<file path="config.mk">
export PLATFORM = sky130hd
export DESIGN_NAME = encoder_volume_quick_turn_tracker
export DESIGN_NICKNAME = d
export VERILOG_FILES = /design/src/rtl/evqt_pkg.sv /design/src/rtl/evqt_mul.sv /design/src/rtl/evqt_div.sv /design/src/rtl/encoder_volume_quick_turn_tracker.sv
export SDC_FILE = /design/constraint.sdc
export NUM_CORES = 1
export LEC_CHECK = 0
export BUFFER_PORTS_ARGS = -buffer_cell sky130_fd_sc_hd__buf_4
export CAP_MARGIN = 10
export CORE_ASPECT_RATIO = 1.1
export CORE_MARGIN = 5
export CORE_UTILIZATION = 35
export CTS_CLUSTER_SIZE = 16
export DETAILED_ROUTE_END_ITERATION = 12
export PLACE_DENSITY = 0.58
export SLEW_MARGIN = 20
export SYNTH_ARGS = -nofsm -noshare
export SYNTH_HDL_FRONTEND = slang
export SYNTH_SLANG_ARGS = --single-unit
export TNS_END_PERCENT = 30
</file>
<file path="constraint.sdc">
create_clock -name clk_i -period 5.4 [get_ports clk_i]
set_input_delay 1.62 -clock clk_i [delete_from_list [all_inputs] [get_ports clk_i]]
set_output_delay 1.62 -clock clk_i [all_outputs]
set_load 0.01 [all_outputs]
</file>
<file path="src/rtl/evqt_pkg.sv">
package evqt_pkg;

  // Default for the full-scale position in ticks
  localparam int unsigned TOTAL_TICKS_DEF = 200;

  localparam int unsigned CNT_W     = 16;
  localparam int unsigned MS_W      = 16;
  localparam int unsigned ACC_W     = 16;
  localparam int unsigned THR_W     = 8;
  localparam int unsigned DECAY_W   = 16;
  localparam int unsigned POS_OUT_W = 8;
  localparam int unsigned Q16_W     = 17;
  // Quotient bits produced by the shared divider
  localparam int unsigned QUO_W     = 17;

  localparam int unsigned CFG_IDX_W  = 2;
  localparam int unsigned CFG_DATA_W = 16;

  localparam logic [CFG_IDX_W-1:0] CFG_LOCK   = 2'd0;
  localparam logic [CFG_IDX_W-1:0] CFG_THRESH = 2'd1;
  localparam logic [CFG_IDX_W-1:0] CFG_DECAY  = 2'd2;

  localparam logic [THR_W-1:0]   THR_RST   = 8'd14;
  localparam logic [DECAY_W-1:0] DECAY_RST = 16'd500;

  localparam logic OP_SAMPLE = 1'b0;
  localparam logic OP_ZERO   = 1'b1;

  localparam logic [Q16_W-1:0] Q16_ONE = 17'h10000;

  typedef struct packed {
    logic             opcode;
    logic [CNT_W-1:0] encoder_count;
    logic [MS_W-1:0]  elapsed_ms;
  } in_item_t;

  typedef struct packed {
    logic [POS_OUT_W-1:0] position_ticks;
    logic [Q16_W-1:0]     percentage_q16;
    logic [Q16_W-1:0]     volume_q16;
    logic [Q16_W-1:0]     unlock_progress_q16;
    logic                 quick_turned;
  } out_item_t;

  function automatic int unsigned max_u(input int unsigned a, input int unsigned b);
    return (a > b) ? a : b;
  endfunction

endpackage

</file>
<file path="src/rtl/evqt_mul.sv">
// Shift-add multiplier, one multiplier bit per cycle; stops once b runs out of ones.
module evqt_mul #(
  parameter int unsigned A_W = 16,
  parameter int unsigned B_W = 16
) (
  input  logic               clk_i,
  input  logic               rst_ni,
  input  logic               start_i,
  input  logic [A_W-1:0]     a_i,
  input  logic [B_W-1:0]     b_i,
  output logic               done_o,
  output logic [A_W+B_W-1:0] prod_o
);

  localparam int unsigned P_W = A_W + B_W;

  logic           busy_q;
  logic [P_W-1:0] a_q;
  logic [B_W-1:0] b_q;
  logic [P_W-1:0] p_q;

  assign done_o = busy_q && (b_q == '0);
  assign prod_o = p_q;

  always_ff @(posedge clk_i or negedge rst_ni) begin
    if (!rst_ni) begin
      busy_q <= 1'b0;
    end else if (start_i) begin
      busy_q <= 1'b1;
    end else if (done_o) begin
      busy_q <= 1'b0;
    end
  end

  always_ff @(posedge clk_i) begin
    if (start_i) begin
      a_q <= P_W'(a_i);
      b_q <= b_i;
      p_q <= '0;
    end else if (busy_q && (b_q != '0)) begin
      if (b_q[0]) begin
        p_q <= p_q + a_q;
      end
      a_q <= a_q << 1;
      b_q <= b_q >> 1;
    end
  end

endmodule

</file>
<file path="src/rtl/evqt_div.sv">
// Restoring divider, one quotient bit per cycle.
// Caller guarantees dividend < divisor * 2**QUO_W.
module evqt_div
  import evqt_pkg::*;
#(
  parameter int unsigned DV_W = 16
) (
  input  logic                  clk_i,
  input  logic                  rst_ni,
  input  logic                  start_i,
  input  logic [DV_W+QUO_W-1:0] dividend_i,
  input  logic [DV_W-1:0]       divisor_i,
  output logic                  done_o,
  output logic [QUO_W-1:0]      quo_o
);

  localparam int unsigned CW = $clog2(QUO_W + 1);
  localparam logic [CW-1:0] LAST = CW'(QUO_W);

  logic            busy_q;
  logic [CW-1:0]   cnt_q;
  logic [DV_W-1:0] rem_q;
  logic [DV_W-1:0] dvs_q;
  logic [QUO_W-1:0] low_q;
  logic [QUO_W-1:0] quo_q;

  logic [DV_W:0] trial;
  logic [DV_W:0] diff;
  logic          fits;

  assign trial  = {rem_q, low_q[QUO_W-1]};
  assign diff   = trial - {1'b0, dvs_q};
  assign fits   = (trial >= {1'b0, dvs_q});
  assign done_o = busy_q && (cnt_q == LAST);
  assign quo_o  = quo_q;

  always_ff @(posedge clk_i or negedge rst_ni) begin
    if (!rst_ni) begin
      busy_q <= 1'b0;
      cnt_q  <= '0;
    end else if (start_i) begin
      busy_q <= 1'b1;
      cnt_q  <= '0;
    end else if (done_o) begin
      busy_q <= 1'b0;
    end else if (busy_q) begin
      cnt_q <= cnt_q + 1'b1;
    end
  end

  always_ff @(posedge clk_i) begin
    if (start_i) begin
      rem_q <= dividend_i[DV_W+QUO_W-1:QUO_W];
      low_q <= dividend_i[QUO_W-1:0];
      dvs_q <= divisor_i;
      quo_q <= '0;
    end else if (busy_q && !done_o) begin
      rem_q <= fits ? diff[DV_W-1:0] : trial[DV_W-1:0];
      low_q <= low_q << 1;
      quo_q <= {quo_q[QUO_W-2:0], fits};
    end
  end

endmodule

</file>
<file path="src/rtl/encoder_volume_quick_turn_tracker.sv">
// Arithmetic: one shift-add multiplier (one bit per cycle) and one restoring
//   divider (17 quotient steps), reused in sequence.
// Throughput: one item at a time; the next item is taken once the result sits in
//   the output register, so the sink only stalls the block while that register is full.
// Reset: asynchronous, active low; clears position, previous count and accumulator.
//   Registers return to unlocked, threshold 14, decay time 500 ms.
module encoder_volume_quick_turn_tracker
  import evqt_pkg::*;
#(
  parameter int unsigned TOTAL_TICKS = TOTAL_TICKS_DEF
) (
  input  logic                  clk_i,
  input  logic                  rst_ni,
  // item channel
  input  logic                  in_valid_i,
  output logic                  in_ready_o,
  input  in_item_t              in_data_i,
  // result channel
  output logic                  out_valid_o,
  input  logic                  out_ready_i,
  output out_item_t             out_data_o,
  // register write channel
  input  logic                  cfg_valid_i,
  output logic                  cfg_ready_o,
  input  logic [CFG_IDX_W-1:0]  cfg_index_i,
  input  logic [CFG_DATA_W-1:0] cfg_data_i
);

  // ---------------------------------------------------------------------------
  // Widths that follow from the full-scale position
  // ---------------------------------------------------------------------------
  localparam int unsigned PW   = $clog2(TOTAL_TICKS + 1);
  localparam int unsigned MA_W = max_u(ACC_W, 2 * PW + 2);   // multiplicand
  localparam int unsigned MB_W = max_u(DECAY_W, PW);         // serial multiplier
  localparam int unsigned MP_W = MA_W + MB_W;
  localparam int unsigned DV_W = max_u(DECAY_W, 3 * PW);     // widest divisor is T^3
  localparam int unsigned N_W  = DV_W + QUO_W;
  localparam int unsigned SW   = max_u(PW, CNT_W) + 2;       // signed position sum

  localparam longint unsigned TT      = TOTAL_TICKS;
  localparam longint unsigned T3      = TT * TT * TT;
  localparam longint unsigned FOUR_T2 = 4 * TT * TT;
  localparam longint unsigned THREE_T = 3 * TT;
  localparam longint unsigned HALF_T  = TT / 2;
  localparam longint unsigned HALF_T3 = T3 / 2;

  localparam logic signed [SW-1:0] T_S   = SW'(TOTAL_TICKS);
  localparam logic [PW-1:0]        T_POS = PW'(TOTAL_TICKS);

  typedef enum logic [3:0] {
    ST_IDLE,
    ST_DEC_MUL,
    ST_DEC_DIV,
    ST_ADD,
    ST_PCT,
    ST_PROG,
    ST_SQ,
    ST_P3T,
    ST_NUM,
    ST_VOL,
    ST_OUT
  } state_e;

  // ---------------------------------------------------------------------------
  // Registers
  // ---------------------------------------------------------------------------
  state_e state_q;

  logic               lock_q;
  logic [THR_W-1:0]   thr_q;
  logic [DECAY_W-1:0] dec_q;

  logic [CNT_W-1:0] prev_q;
  logic [PW-1:0]    pos_q;
  logic [ACC_W-1:0] acc_q;

  // per-item scratch
  logic             neg_q;
  logic [CNT_W-1:0] mag_q;
  logic [2*PW-1:0]  sq_q;
  logic [Q16_W-1:0] pct_q;
  logic [Q16_W-1:0] prog_q;
  logic             qt_q;
  logic [Q16_W-1:0] vol_q;

  logic      out_valid_q;
  out_item_t out_data_q;

  // unit requests, registered in the sequencer
  logic            mul_start_q;
  logic            mul_start_d;
  logic [MA_W-1:0] mul_a_q;
  logic [MB_W-1:0] mul_b_q;
  logic            div_start_q;
  logic            div_start_d;
  logic [N_W-1:0]  div_n_q;
  logic [DV_W-1:0] div_d_q;

  logic             mul_done;
  logic [MP_W-1:0]  mul_p;
  logic             div_done;
  logic [QUO_W-1:0] div_q;

  // ---------------------------------------------------------------------------
  // Shared arithmetic units
  // ---------------------------------------------------------------------------
  evqt_mul #(
    .A_W (MA_W),
    .B_W (MB_W)
  ) u_mul (
    .clk_i   (clk_i),
    .rst_ni  (rst_ni),
    .start_i (mul_start_q),
    .a_i     (mul_a_q),
    .b_i     (mul_b_q),
    .done_o  (mul_done),
    .prod_o  (mul_p)
  );

  evqt_div #(
    .DV_W (DV_W)
  ) u_div (
    .clk_i      (clk_i),
    .rst_ni     (rst_ni),
    .start_i    (div_start_q),
    .dividend_i (div_n_q),
    .divisor_i  (div_d_q),
    .done_o     (div_done),
    .quo_o      (div_q)
  );

  // ---------------------------------------------------------------------------
  // Sample front end: wrapped delta and clamped position
  // ---------------------------------------------------------------------------
  logic [CNT_W-1:0]        diff;
  logic signed [SW-1:0]    psum;
  logic [PW-1:0]           pos_clamped;
  logic                    in_xfer;

  assign in_xfer = in_valid_i && in_ready_o;
  assign diff    = in_data_i.encoder_count - prev_q;
  assign psum    = $signed(SW'(pos_q)) + SW'($signed(diff));

  always_comb begin
    if (psum < 0) begin
      pos_clamped = '0;
    end else if (psum > T_S) begin
      pos_clamped = T_POS;
    end else begin
      pos_clamped = psum[PW-1:0];
    end
  end

  // backward motion added in Q8.8, saturating
  logic [ACC_W+CNT_W-7:0] acc_sum;
  logic [ACC_W-1:0]       acc_added;

  assign acc_sum   = (ACC_W + CNT_W - 6)'(acc_q) + (ACC_W + CNT_W - 6)'({mag_q, 8'h00});
  assign acc_added = (acc_sum[ACC_W+CNT_W-7:ACC_W] != '0) ? '1 : acc_sum[ACC_W-1:0];

  // p^2 - 3pT + 4T^2 from the square and the product by 3T
  logic [MP_W-1:0] inner_full;
  assign inner_full = MP_W'(sq_q) + MP_W'(FOUR_T2) - mul_p;

  logic qt_now;
  assign qt_now = (acc_q >= {thr_q, 8'h00});   // also covers a zero threshold

  // ---------------------------------------------------------------------------
  // Configuration: always ready, taken only while idle by contract
  // ---------------------------------------------------------------------------
  assign cfg_ready_o = 1'b1;

  always_ff @(posedge clk_i or negedge rst_ni) begin
    if (!rst_ni) begin
      lock_q <= 1'b0;
      thr_q  <= THR_RST;
      dec_q  <= DECAY_RST;
    end else if (cfg_valid_i && cfg_ready_o) begin
      unique case (cfg_index_i)
        CFG_LOCK:   lock_q <= cfg_data_i[0];
        CFG_THRESH: thr_q  <= cfg_data_i[THR_W-1:0];
        CFG_DECAY:  dec_q  <= cfg_data_i[DECAY_W-1:0];
        default: ;
      endcase
    end
  end

  // ---------------------------------------------------------------------------
  // Unit start pulses, one cycle each
  // ---------------------------------------------------------------------------
  always_comb begin
    mul_start_d = 1'b0;
    div_start_d = 1'b0;
    unique case (state_q)
      ST_IDLE:    mul_start_d = in_xfer && (in_data_i.opcode == OP_SAMPLE) &&
                                (in_data_i.elapsed_ms < dec_q);
      ST_DEC_MUL: div_start_d = mul_done;
      ST_ADD:     div_start_d = 1'b1;
      ST_PCT: begin
        mul_start_d = div_done && qt_now;
        div_start_d = div_done && !qt_now;
      end
      ST_PROG:    mul_start_d = div_done;
      ST_SQ:      mul_start_d = mul_done;
      ST_P3T:     mul_start_d = mul_done;
      ST_NUM:     div_start_d = mul_done;
      default: ;
    endcase
  end

  // ---------------------------------------------------------------------------
  // Sequencer
  // ---------------------------------------------------------------------------
  assign in_ready_o  = (state_q == ST_IDLE);
  assign out_valid_o = out_valid_q;
  assign out_data_o  = out_data_q;

  always_ff @(posedge clk_i or negedge rst_ni) begin
    if (!rst_ni) begin
      state_q     <= ST_IDLE;
      prev_q      <= '0;
      pos_q       <= '0;
      acc_q       <= '0;
      out_valid_q <= 1'b0;
      mul_start_q <= 1'b0;
      div_start_q <= 1'b0;
    end else begin
      mul_start_q <= mul_start_d;
      div_start_q <= div_start_d;
      // a reload in ST_OUT takes the place of the clear
      if (out_valid_q && out_ready_i && (state_q != ST_OUT)) begin
        out_valid_q <= 1'b0;
      end

      unique case (state_q)
        ST_IDLE: begin
          if (in_xfer) begin
            if (in_data_i.opcode == OP_ZERO) begin
              // position only; count and accumulator untouched
              neg_q   <= 1'b0;
              pos_q   <= '0;
              state_q <= ST_ADD;
            end else begin
              prev_q <= in_data_i.encoder_count;
              if (!lock_q) begin
                pos_q <= pos_clamped;
              end
              neg_q <= diff[CNT_W-1];
              mag_q <= (~diff) + 1'b1;
              if (in_data_i.elapsed_ms >= dec_q) begin
                acc_q   <= '0;
                state_q <= ST_ADD;
              end else begin
                // acc * (decay - dt) / decay
                mul_a_q     <= MA_W'(acc_q);
                mul_b_q     <= MB_W'(dec_q - in_data_i.elapsed_ms);
                state_q     <= ST_DEC_MUL;
              end
            end
          end
        end

        ST_DEC_MUL: begin
          if (mul_done) begin
            div_n_q     <= N_W'(mul_p);
            div_d_q     <= DV_W'(dec_q);
            state_q     <= ST_DEC_DIV;
          end
        end

        ST_DEC_DIV: begin
          if (div_done) begin
            acc_q   <= div_q[ACC_W-1:0];
            state_q <= ST_ADD;
          end
        end

        ST_ADD: begin
          if (neg_q) begin
            acc_q <= acc_added;
          end
          // percentage: round(p * 65536 / T)
          div_n_q     <= N_W'({pos_q, 16'h0000}) + N_W'(HALF_T);
          div_d_q     <= DV_W'(TT);
          state_q     <= ST_PCT;
        end

        ST_PCT: begin
          if (div_done) begin
            pct_q <= div_q;
            qt_q  <= qt_now;
            if (qt_now) begin
              // quotient would reach one or more: clamp, skip the divide
              prog_q      <= Q16_ONE;
              mul_a_q     <= MA_W'(pos_q);
              mul_b_q     <= MB_W'(pos_q);
              state_q     <= ST_SQ;
            end else begin
              div_n_q     <= N_W'({acc_q, 8'h00}) + N_W'(thr_q >> 1);
              div_d_q     <= DV_W'(thr_q);
              state_q     <= ST_PROG;
            end
          end
        end

        ST_PROG: begin
          if (div_done) begin
            prog_q      <= div_q;
            mul_a_q     <= MA_W'(pos_q);
            mul_b_q     <= MB_W'(pos_q);
            state_q     <= ST_SQ;
          end
        end

        ST_SQ: begin
          if (mul_done) begin
            sq_q        <= mul_p[2*PW-1:0];
            mul_a_q     <= MA_W'(THREE_T);
            mul_b_q     <= MB_W'(pos_q);
            state_q     <= ST_P3T;
          end
        end

        ST_P3T: begin
          if (mul_done) begin
            mul_a_q     <= inner_full[MA_W-1:0];
            mul_b_q     <= MB_W'(pos_q);
            state_q     <= ST_NUM;
          end
        end

        ST_NUM: begin
          if (mul_done) begin
            // volume: round(32768 * num / T^3)
            div_n_q     <= (N_W'(mul_p) << 15) + N_W'(HALF_T3);
            div_d_q     <= DV_W'(T3);
            state_q     <= ST_VOL;
          end
        end

        ST_VOL: begin
          if (div_done) begin
            vol_q   <= (div_q > Q16_ONE) ? Q16_ONE : div_q;
            state_q <= ST_OUT;
          end
        end

        ST_OUT: begin
          if (!out_valid_q || out_ready_i) begin
            out_valid_q                    <= 1'b1;
            out_data_q.position_ticks      <= POS_OUT_W'(pos_q);
            out_data_q.percentage_q16      <= pct_q;
            out_data_q.volume_q16          <= vol_q;
            out_data_q.unlock_progress_q16 <= prog_q;
            out_data_q.quick_turned        <= qt_q;
            state_q                        <= ST_IDLE;
          end
        end

        default: state_q <= ST_IDLE;
      endcase
    end
  end

  // ---------------------------------------------------------------------------
  // Assertions
  // ---------------------------------------------------------------------------
  a_pos_bound: assert property (@(posedge clk_i) disable iff (!rst_ni)
    pos_q <= T_POS)
    else $error("position beyond full scale");

  a_busy_after_take: assert property (@(posedge clk_i) disable iff (!rst_ni)
    in_xfer |=> !in_ready_o)
    else $error("input taken again before the result was built");

  a_qt_full: assert property (@(posedge clk_i) disable iff (!rst_ni)
    (out_valid_q && out_data_q.quick_turned) |->
      (out_data_q.unlock_progress_q16 == Q16_ONE))
    else $error("quick turn flagged without full unlock progress");

  a_q16_range: assert property (@(posedge clk_i) disable iff (!rst_ni)
    out_valid_q |-> ((out_data_q.percentage_q16 <= Q16_ONE) &&
                     (out_data_q.volume_q16 <= Q16_ONE)))
    else $error("Q0.16 result above one");

endmodule

</file>
==> results of run 1 <==
state kept, by name, summed over array words and instances (netlist names), 17 cells and up:
name / flops
div_d_q: 17
div_n_q: 41
mul_a_q: 18
out_data_o: 60
pct_q: 17
prog_q: 17
u_div.dvs_q: 17
u_div.low_q: 17
u_div.quo_o: 17
u_div.rem_q: 24
u_mul.a_q: 34
u_mul.prod_o: 34
vol_q: 17
per-layer routing:
metal / wire [um] / track usage
met1: 28140 / 0.2147
met4: 2521 / 0.06153
met2: 32290 / 0.2871
met5: 13 / 0
met3: 3105 / 0.02291
kinds of logic after synthesis:
group,Yosys count
AND/OR/NAND/NOR,640
AO/OA/AOI/OAI,542
flip-flops,475
buffers and inverters,223
adder cells (fa/ha/maj),153
XOR/XNOR,127
multiplexers,121
other,1
metrics by stage:
step	area [um^2]	hold WS, ps	total power, uW
after global routing	28970	424.3	8218
after detailed placement	27250	404.5	4446
after global placement	27250	403.4	4440
after CTS	28970	419.3	8031
final	28970	418.7	7934
after floorplan	25150	400.3	4289
worst max-delay path by stage:
stage                        startpoint       end  slack (ps)  cells after the start
final                     in_data_i[16]  pos_q[5]         550                     17
after global routing      in_data_i[16]  pos_q[5]         320                     17
after CTS                 in_data_i[16]  pos_q[5]         580                     17
after detailed placement  in_data_i[16]  pos_q[5]         -60                     17
after global placement    in_data_i[16]  pos_q[1]          80                     17
after floorplan           in_data_i[16]  pos_q[0]         470                     16
synthesized netlist by cell type (6+ instances only):
cell / number
o21bai_1: 9
nor4_1: 15
a41oi_1: 6
or3_1: 8
ha_1: 146
fa_1: 7
nor3b_1: 6
nand2b_1: 21
mux2_2: 100
mux2i_1: 19
o22ai_1: 13
edfxtp_1: 329
xor2_1: 51
o31ai_1: 16
dfxtp_1: 67
a21boi_0: 8
nand3b_1: 10
inv_1: 148
nand3_1: 40
o21a_1: 14
a221o_1: 11
dfstp_2: 9
nor3_1: 35
nand2_1: 215
clkbuf_1: 63
a21oi_1: 144
a31oi_1: 19
nor2_1: 156
o21ai_0: 129
a222oi_1: 7
xnor2_1: 72
a211oi_1: 26
and3_1: 33
o211ai_1: 15
buf_1: 8
nor2b_1: 38
or2_2: 8
and2_1: 18
nand4_1: 13
a21o_1: 57
dfrtp_1: 70
a221oi_1: 10
final cells by class:
cell class | instances | share of cell area
inverters | 149 | 0.01931
flip-flops and latches | 475 | 0.4562
repair buffers | 153 | 0.03965
multi-input cells | 1584 | 0.3850
clock inverters | 37 | 0.01559
clock buffers | 55 | 0.04346
well taps | 945 | 0.04082
critical path: stages:
cell and delay (ps):
buf_4 100, inv_1 60, ha_1 170, inv_1 50, fa_1 430, xor2_1 370
ha_1 350, nor2b_1 140, o21ai_0 220, a21boi_0 190, o21ai_0 300, nor2_1 140
or2_0 240, a211oi_2 310, o311ai_4 160, a211oi_2 350, a22o_1 180
power by group through the flow:
| stage | registers, uW | clock network [uW] | logic, uW |
|---|---|---|---|
| 5_1_grt | 3950 | 3790 | 473 |
| 3_3_place_gp | 4020 | 0 | 417 |
| 4_1_cts | 3950 | 3660 | 427 |
| 3_5_place_dp | 4020 | 0 | 423 |
| 2_1_floorplan | 4000 | 0 | 288 |
| 6_report | 3950 | 3560 | 430 |
==> run_results.csv, run 1 <==
group,metric,value,unit
worst_setup_path,r2r_end,"div_n_q[37]",
cells_and_area,multi_input_area,11150,um^2
logic_synthesis,synthSimpleGateAreaFrac,0.1214,
cells_and_area,drive_gt1_frac,0.1594,
timing,setup_violations,0,
timing,final.setup.tns,0,ps
logic_synthesis,synth_nets,2491,
hold_path,min_path_cells,0,
clocking,cts_setup_buffers,0,
timing,timing.final.max_slew_violations,0,
logic_synthesis,yosys_warnings,0,
logic_synthesis,yosysTopAreaCellShare,0.3929,
worst_setup_path,crit_path_start_kind,"input pin",
cells_and_area,final_util,0.4050,
placement,dp.cells,3306,
power_and_ir_drop,p_leak,0.01181,uW
logic_synthesis,synth_fa_ha_area_frac,0.07821,
die,placementRows,103,
cells_and_area,fin_cells,3398,
cells_and_area,syn_to_final_growth,15.18,%
worst_setup_path,crit_type,"in -> reg",
placement,port_buffers,117,
routing,via_count,17950,
die,core,71520,um^2
power_and_ir_drop,clkPwrFrac,0.448,
logic_synthesis,yosysTopAreaCell,"edfxtp_1",
logic_synthesis,synthMuxAreaShare,0.05324,
power_and_ir_drop,p_int,6108,uW
cells_and_area,layout.nets,2621,
clocking,clk_path_buf_depth,3,
routing,first_iter_violations,1348,
logic_synthesis,synth_top_family_by_area,"compound AO/OA/AOI/OAI gates",
clocking,cts_resized,0,
timing,worst_slack,550.0,ps
timing,fin_crit_sh,0.8981,
clocking,numCtsBuffers,49,
logic_synthesis,yosys_register_bits,475,
timing,max_freq,206.2,MHz
power_and_ir_drop,seqPwrFrac,0.497,
routing,wl_per_cell,19.44,um
logic_synthesis,yosysSeqAreaShare,0.5253,
worst_setup_path,arrival,5400,ps
routing,dr.pass1.iters,7,
worst_setup_path,crit_fanout,5,
job,maxCapViolations,0,
worst_setup_path,reg2reg_depth,11,
power_and_ir_drop,comb_power_share,0.054,
clocking,cts_tree,"done",
clocking,clkLatencyLatePin,630,ps
worst_setup_path,required,5950,ps
global_route,antenna_found_initial,5,
logic_synthesis,synth_area,25150,um^2
hold_path,holdCritStartpoint,"prog_q[8]",
worst_setup_path,ff2ff_setup_slack,1270,ps
clocking,cts_root_buf,"clkbuf_16",
timing,slew_headroom,0.3492,
status,status,"finished clean",
placement,place_ws,-58.97,ps
logic_synthesis,synth_ff_type,"edfxtp_1",
logic_synthesis,synth_area_leaders,"edfxtp_1, ha_1, dfrtp_1, dfxtp_1, mux2_2",
clocking,cts_sinks,475,
logic_synthesis,synth_compound_gate_area_share,0.1425,
cells_and_area,most-common-layout-cells,"edfxtp_1, nand2_1, nor2_1, buf_4, inv_1",
timing,clock_skew,45.94,ps
timing,grt_setup_unrepaired,"no",
logic_synthesis,synth-edff-count,329,
worst_setup_path,rr_startpoint,"acc_q[8]",
timing,fin_crit,4850,ps
die,die_x,265.6,um
cells_and_area,nFillCells,6857,
global_route,grt_start_max_net_pins,76,
clocking,cts_hold_buf,0,
logic_synthesis,ys_types,94,
routing,post_drt_via_cell_ratio,5.283,
routing,postRouteAntennaNets,0,
clocking,cts_max_level,2,
power_and_ir_drop,p_per_area,273.9,nW/um^2
worst_setup_path,end_kind,"flop",
placement,gp_congestion,0.9185,
cells_and_area,diodes,0,
logic_synthesis,synth_area_per_cell,11.02,um^2
logic_synthesis,synthXorXnorAreaFrac,0.04543,
power_and_ir_drop,switching_share,0.2302,
hold_path,hold_class,"reg -> reg",
global_route,grt_pass1_wl,103400,um
cells_and_area,final-seq-area,13210,um^2
logic_synthesis,netlist_instances,2282,
placement,place_hpwl,48550,um
die,io_pins,119,
clocking,path_clk_slew,70,ps
routing,routed_wl,66070,um
power_and_ir_drop,switchingPower,1826,uW
global_route,gr-total-overflow,0,
global_route,grt_usage,0.1668,
die,initial_core_util,0.3516,
timing,hold_viol,0,
routing,drcViolationCount,0,
power_and_ir_drop,ir_drop,0.0002319,V
timing,tightestPinTransition,963.5,ps
cells_and_area,layout_commonest_cell,"edfxtp_1",
global_route,first_global_vias,18070,
die,die_area,77320,um^2
die,die_h,291.1,um
logic_synthesis,synthArstFlopShare,0.1663,
hold_path,min_to,"out_data_o[9]",
Note: power is estimated with default switching activity, not from simulation.
==> run 2, diff against run 1 <==
Settings changed: BUFFER_PORTS_ARGS -buffer_cell sky130_fd_sc_hd__buf_4 to not set, DONT_BUFFER_PORTS set to 1, PLACE_DENSITY 0.58 to 0.57.
==> run 2 against run 1 <==
Maximum frequency shrank 0.64%. Clock skew increased by 9.7 ps. Die area unchanged. Non-clock buffer count decreased by 122. Wire length shrank 0.89%. Sequential power about the same. Cell area decreased by 3.0%. Setup slack lost 31 ps. Clock-buffer cell count rose by 8. Combinational power decreased by 14%. Sequential share of layout area grew 1.4 points. Critical endpoint is now pos_q[4].
==> run_results.csv, run 2 (synthesized netlist as in run 1, its figures left out) <==
group,metric,value,unit
die,io_pins,119,
routing,post_drt_via_cell_ratio,5.368,
die,die_h,291.1,um
cells_and_area,syn_to_final_growth,11.69,%
timing,timing.final.max_slew_violations,0,
power_and_ir_drop,p_per_area,283.5,nW/um^2
cells_and_area,diodes,0,
placement,place_area,26340,um^2
die,core,71520,um^2
status,status,"finished clean",
timing,slew_headroom,0.2662,
global_route,antenna_found_initial,2,
hold_path,holdCritStartpoint,"div_d_q[12]",
global_route,grt_start_max_net_pins,86,
worst_setup_path,end_kind,"flop",
timing,final.setup.tns,0,ps
clocking,cts_tree,"done",
clocking,cts_max_level,2,
cells_and_area,largest_reg_flops,60,
routing,dr.pass1.iters,5,
routing,postRouteAntennaNets,0,
power_and_ir_drop,finalPower,7962,uW
hold_path,hold_class,"reg -> reg",
cells_and_area,final_cell_area,28090,um^2
worst_setup_path,path_buf_inv,2,
timing,tightestPinTransition,1089,ps
cells_and_area,layout.nets,2499,
worst_setup_path,rr_startpoint,"prev_q[0]",
clocking,cts_sinks,475,
timing,fin_crit,4881,ps
routing,via_count,17590,
worst_setup_path,required,5960,ps
timing,worst_slack,519.0,ps
global_route,first_global_vias,17610,
power_and_ir_drop,ir_drop,0.0002314,V
timing,grt_setup_unrepaired,"no",
worst_setup_path,critical-path-max-stage-delay,420,ps
clocking,cts_resized,0,
clocking,path_clk_slew,60,ps
cells_and_area,multi_input_area,11150,um^2
cells_and_area,drive_gt1_frac,0.1158,
die,die_x,265.6,um
power_and_ir_drop,p_leak,0.01122,uW
clocking,clkLatencyLatePin,630,ps
timing,clock_skew,55.62,ps
timing,holdWs,395.2,ps
cells_and_area,nFillCells,6855,
die,placementRows,103,
timing,hold_viol,0,
clocking,cts_root_buf,"clkbuf_16",
cells_and_area,layout_commonest_cell,"edfxtp_1",
worst_setup_path,crit_type,"in -> reg",
worst_setup_path,arrival,5440,ps
worst_setup_path,critPathTopFamily,"compound AO/OA/AOI/OAI gates",
job,maxCapViolations,0,
routing,wl_per_cell,19.99,um
routing,drcViolationCount,0,
timing,fin_crit_sh,0.9039,
cells_and_area,final-seq-area,13210,um^2
clocking,cts_hold_buf,0,
die,die_area,77320,um^2
placement,place_ws,-49.48,ps
clocking,cts_setup_buffers,0,
clocking,clk_path_buf_depth,3,
placement,place_hpwl,47310,um
clocking,numCtsBuffers,49,
global_route,grt_usage,0.1649,
worst_setup_path,crit_chain,"inv_1 > ha_1 > inv_1 > fa_1 > xor2_1 > ha_1 > nor2b_1 > o21ai_0 > a21boi_0 > o21ai_0 > nor2_1 > or2_0 > a211oi_2 > o311ai_4 > a211oi_2 > a22o_1",
routing,routed_wl,65480,um
placement,gp_congestion,0.8763,
global_route,gr-total-overflow,0,
die,initial_core_util,0.3516,
timing,max_freq,204.9,MHz
worst_setup_path,crit_slowest_cell,"fa_1",
routing,first_iter_violations,1151,
placement,port_buffers,0,
worst_setup_path,critPathLaunch,"in_data_i[16]",
global_route,grt_pass1_wl,102200,um
worst_setup_path,crit_fanout,5,
worst_setup_path,crit_path_start_kind,"input pin",
timing,setup_violations,0,
cells_and_area,most-common-layout-cells,"edfxtp_1, nand2_1, nor2_1",
-- run 2: cell types whose count changed in the layout (fill, tap and decap cells not counted), moves of 2 or more --
cell	delta
clkinvlp_4	-2
buf_4	-122
clkbuf_8	+4
clkbuf_16	+2
clkinv_4	-5
-- run 2: final cells by class --
type	count	share of cell area
flip-flops and latches	475	0.4704
well taps	945	0.04210
clock buffers	63	0.04896
inverters	149	0.01991
clock inverters	29	0.01341
multi-input cells	1584	0.3969
repair buffers	31	0.008285
-- run 2: where the power goes --
group	leakage [uW]	switching, uW	internal [uW]	total (uW)
Clock	0.000845	1520	2120	3640
Sequential	0.00476	47.6	3910	3950
Combinational	0.00561	203	166	368
Total	0.0112	1770	6190	7960
-- run 2: layer usage --
metal	part of all wire	vias to the layer above	GRT usage
met1	0.42	8622	0.2151
met4	0.025	0	0.04458
li1	-	8374	-
met5	0	-	0
met3	0.050	93	0.02426
met2	0.50	496	0.2873
-- run 2: path summary, 6_finish.rpt --
check	endpoint	cells after the start	slack (ps)
max reg2reg	pos_q[4]	15	1230
max	pos_q[4]	16	520
min reg2reg	u_div.dvs_q[12]	0	400
min	u_div.dvs_q[12]	0	400
max in group asynchronous	dec_q[4]	0	4470
min in group asynchronous	dec_q[1]	0	710
-- run 2: worst reg2reg max path: stages, from the launching register on --
cell and delay (ps):
dfrtp_1 350, ha_1 160, inv_1 50, fa_1 420, xor2_1 320, ha_1 350
nor2b_1 150, o21ai_0 230, a21boi_0 220, o21ai_0 410, nor2_1 160, or2_0 270
a211oi_2 320, o311ai_4 170, a211oi_2 340, a22o_1 180
-- run 2: through the flow --
| stage | std cells | util |
|---|---|---|
| after detailed placement | 3184 | 0.3682 |
| after global placement | 3184 | 0.3682 |
| after CTS | 3276 | 0.3927 |
| final | 3276 | 0.3927 |
| after floorplan | 2282 | - |
| after global routing | 3276 | 0.3927 |
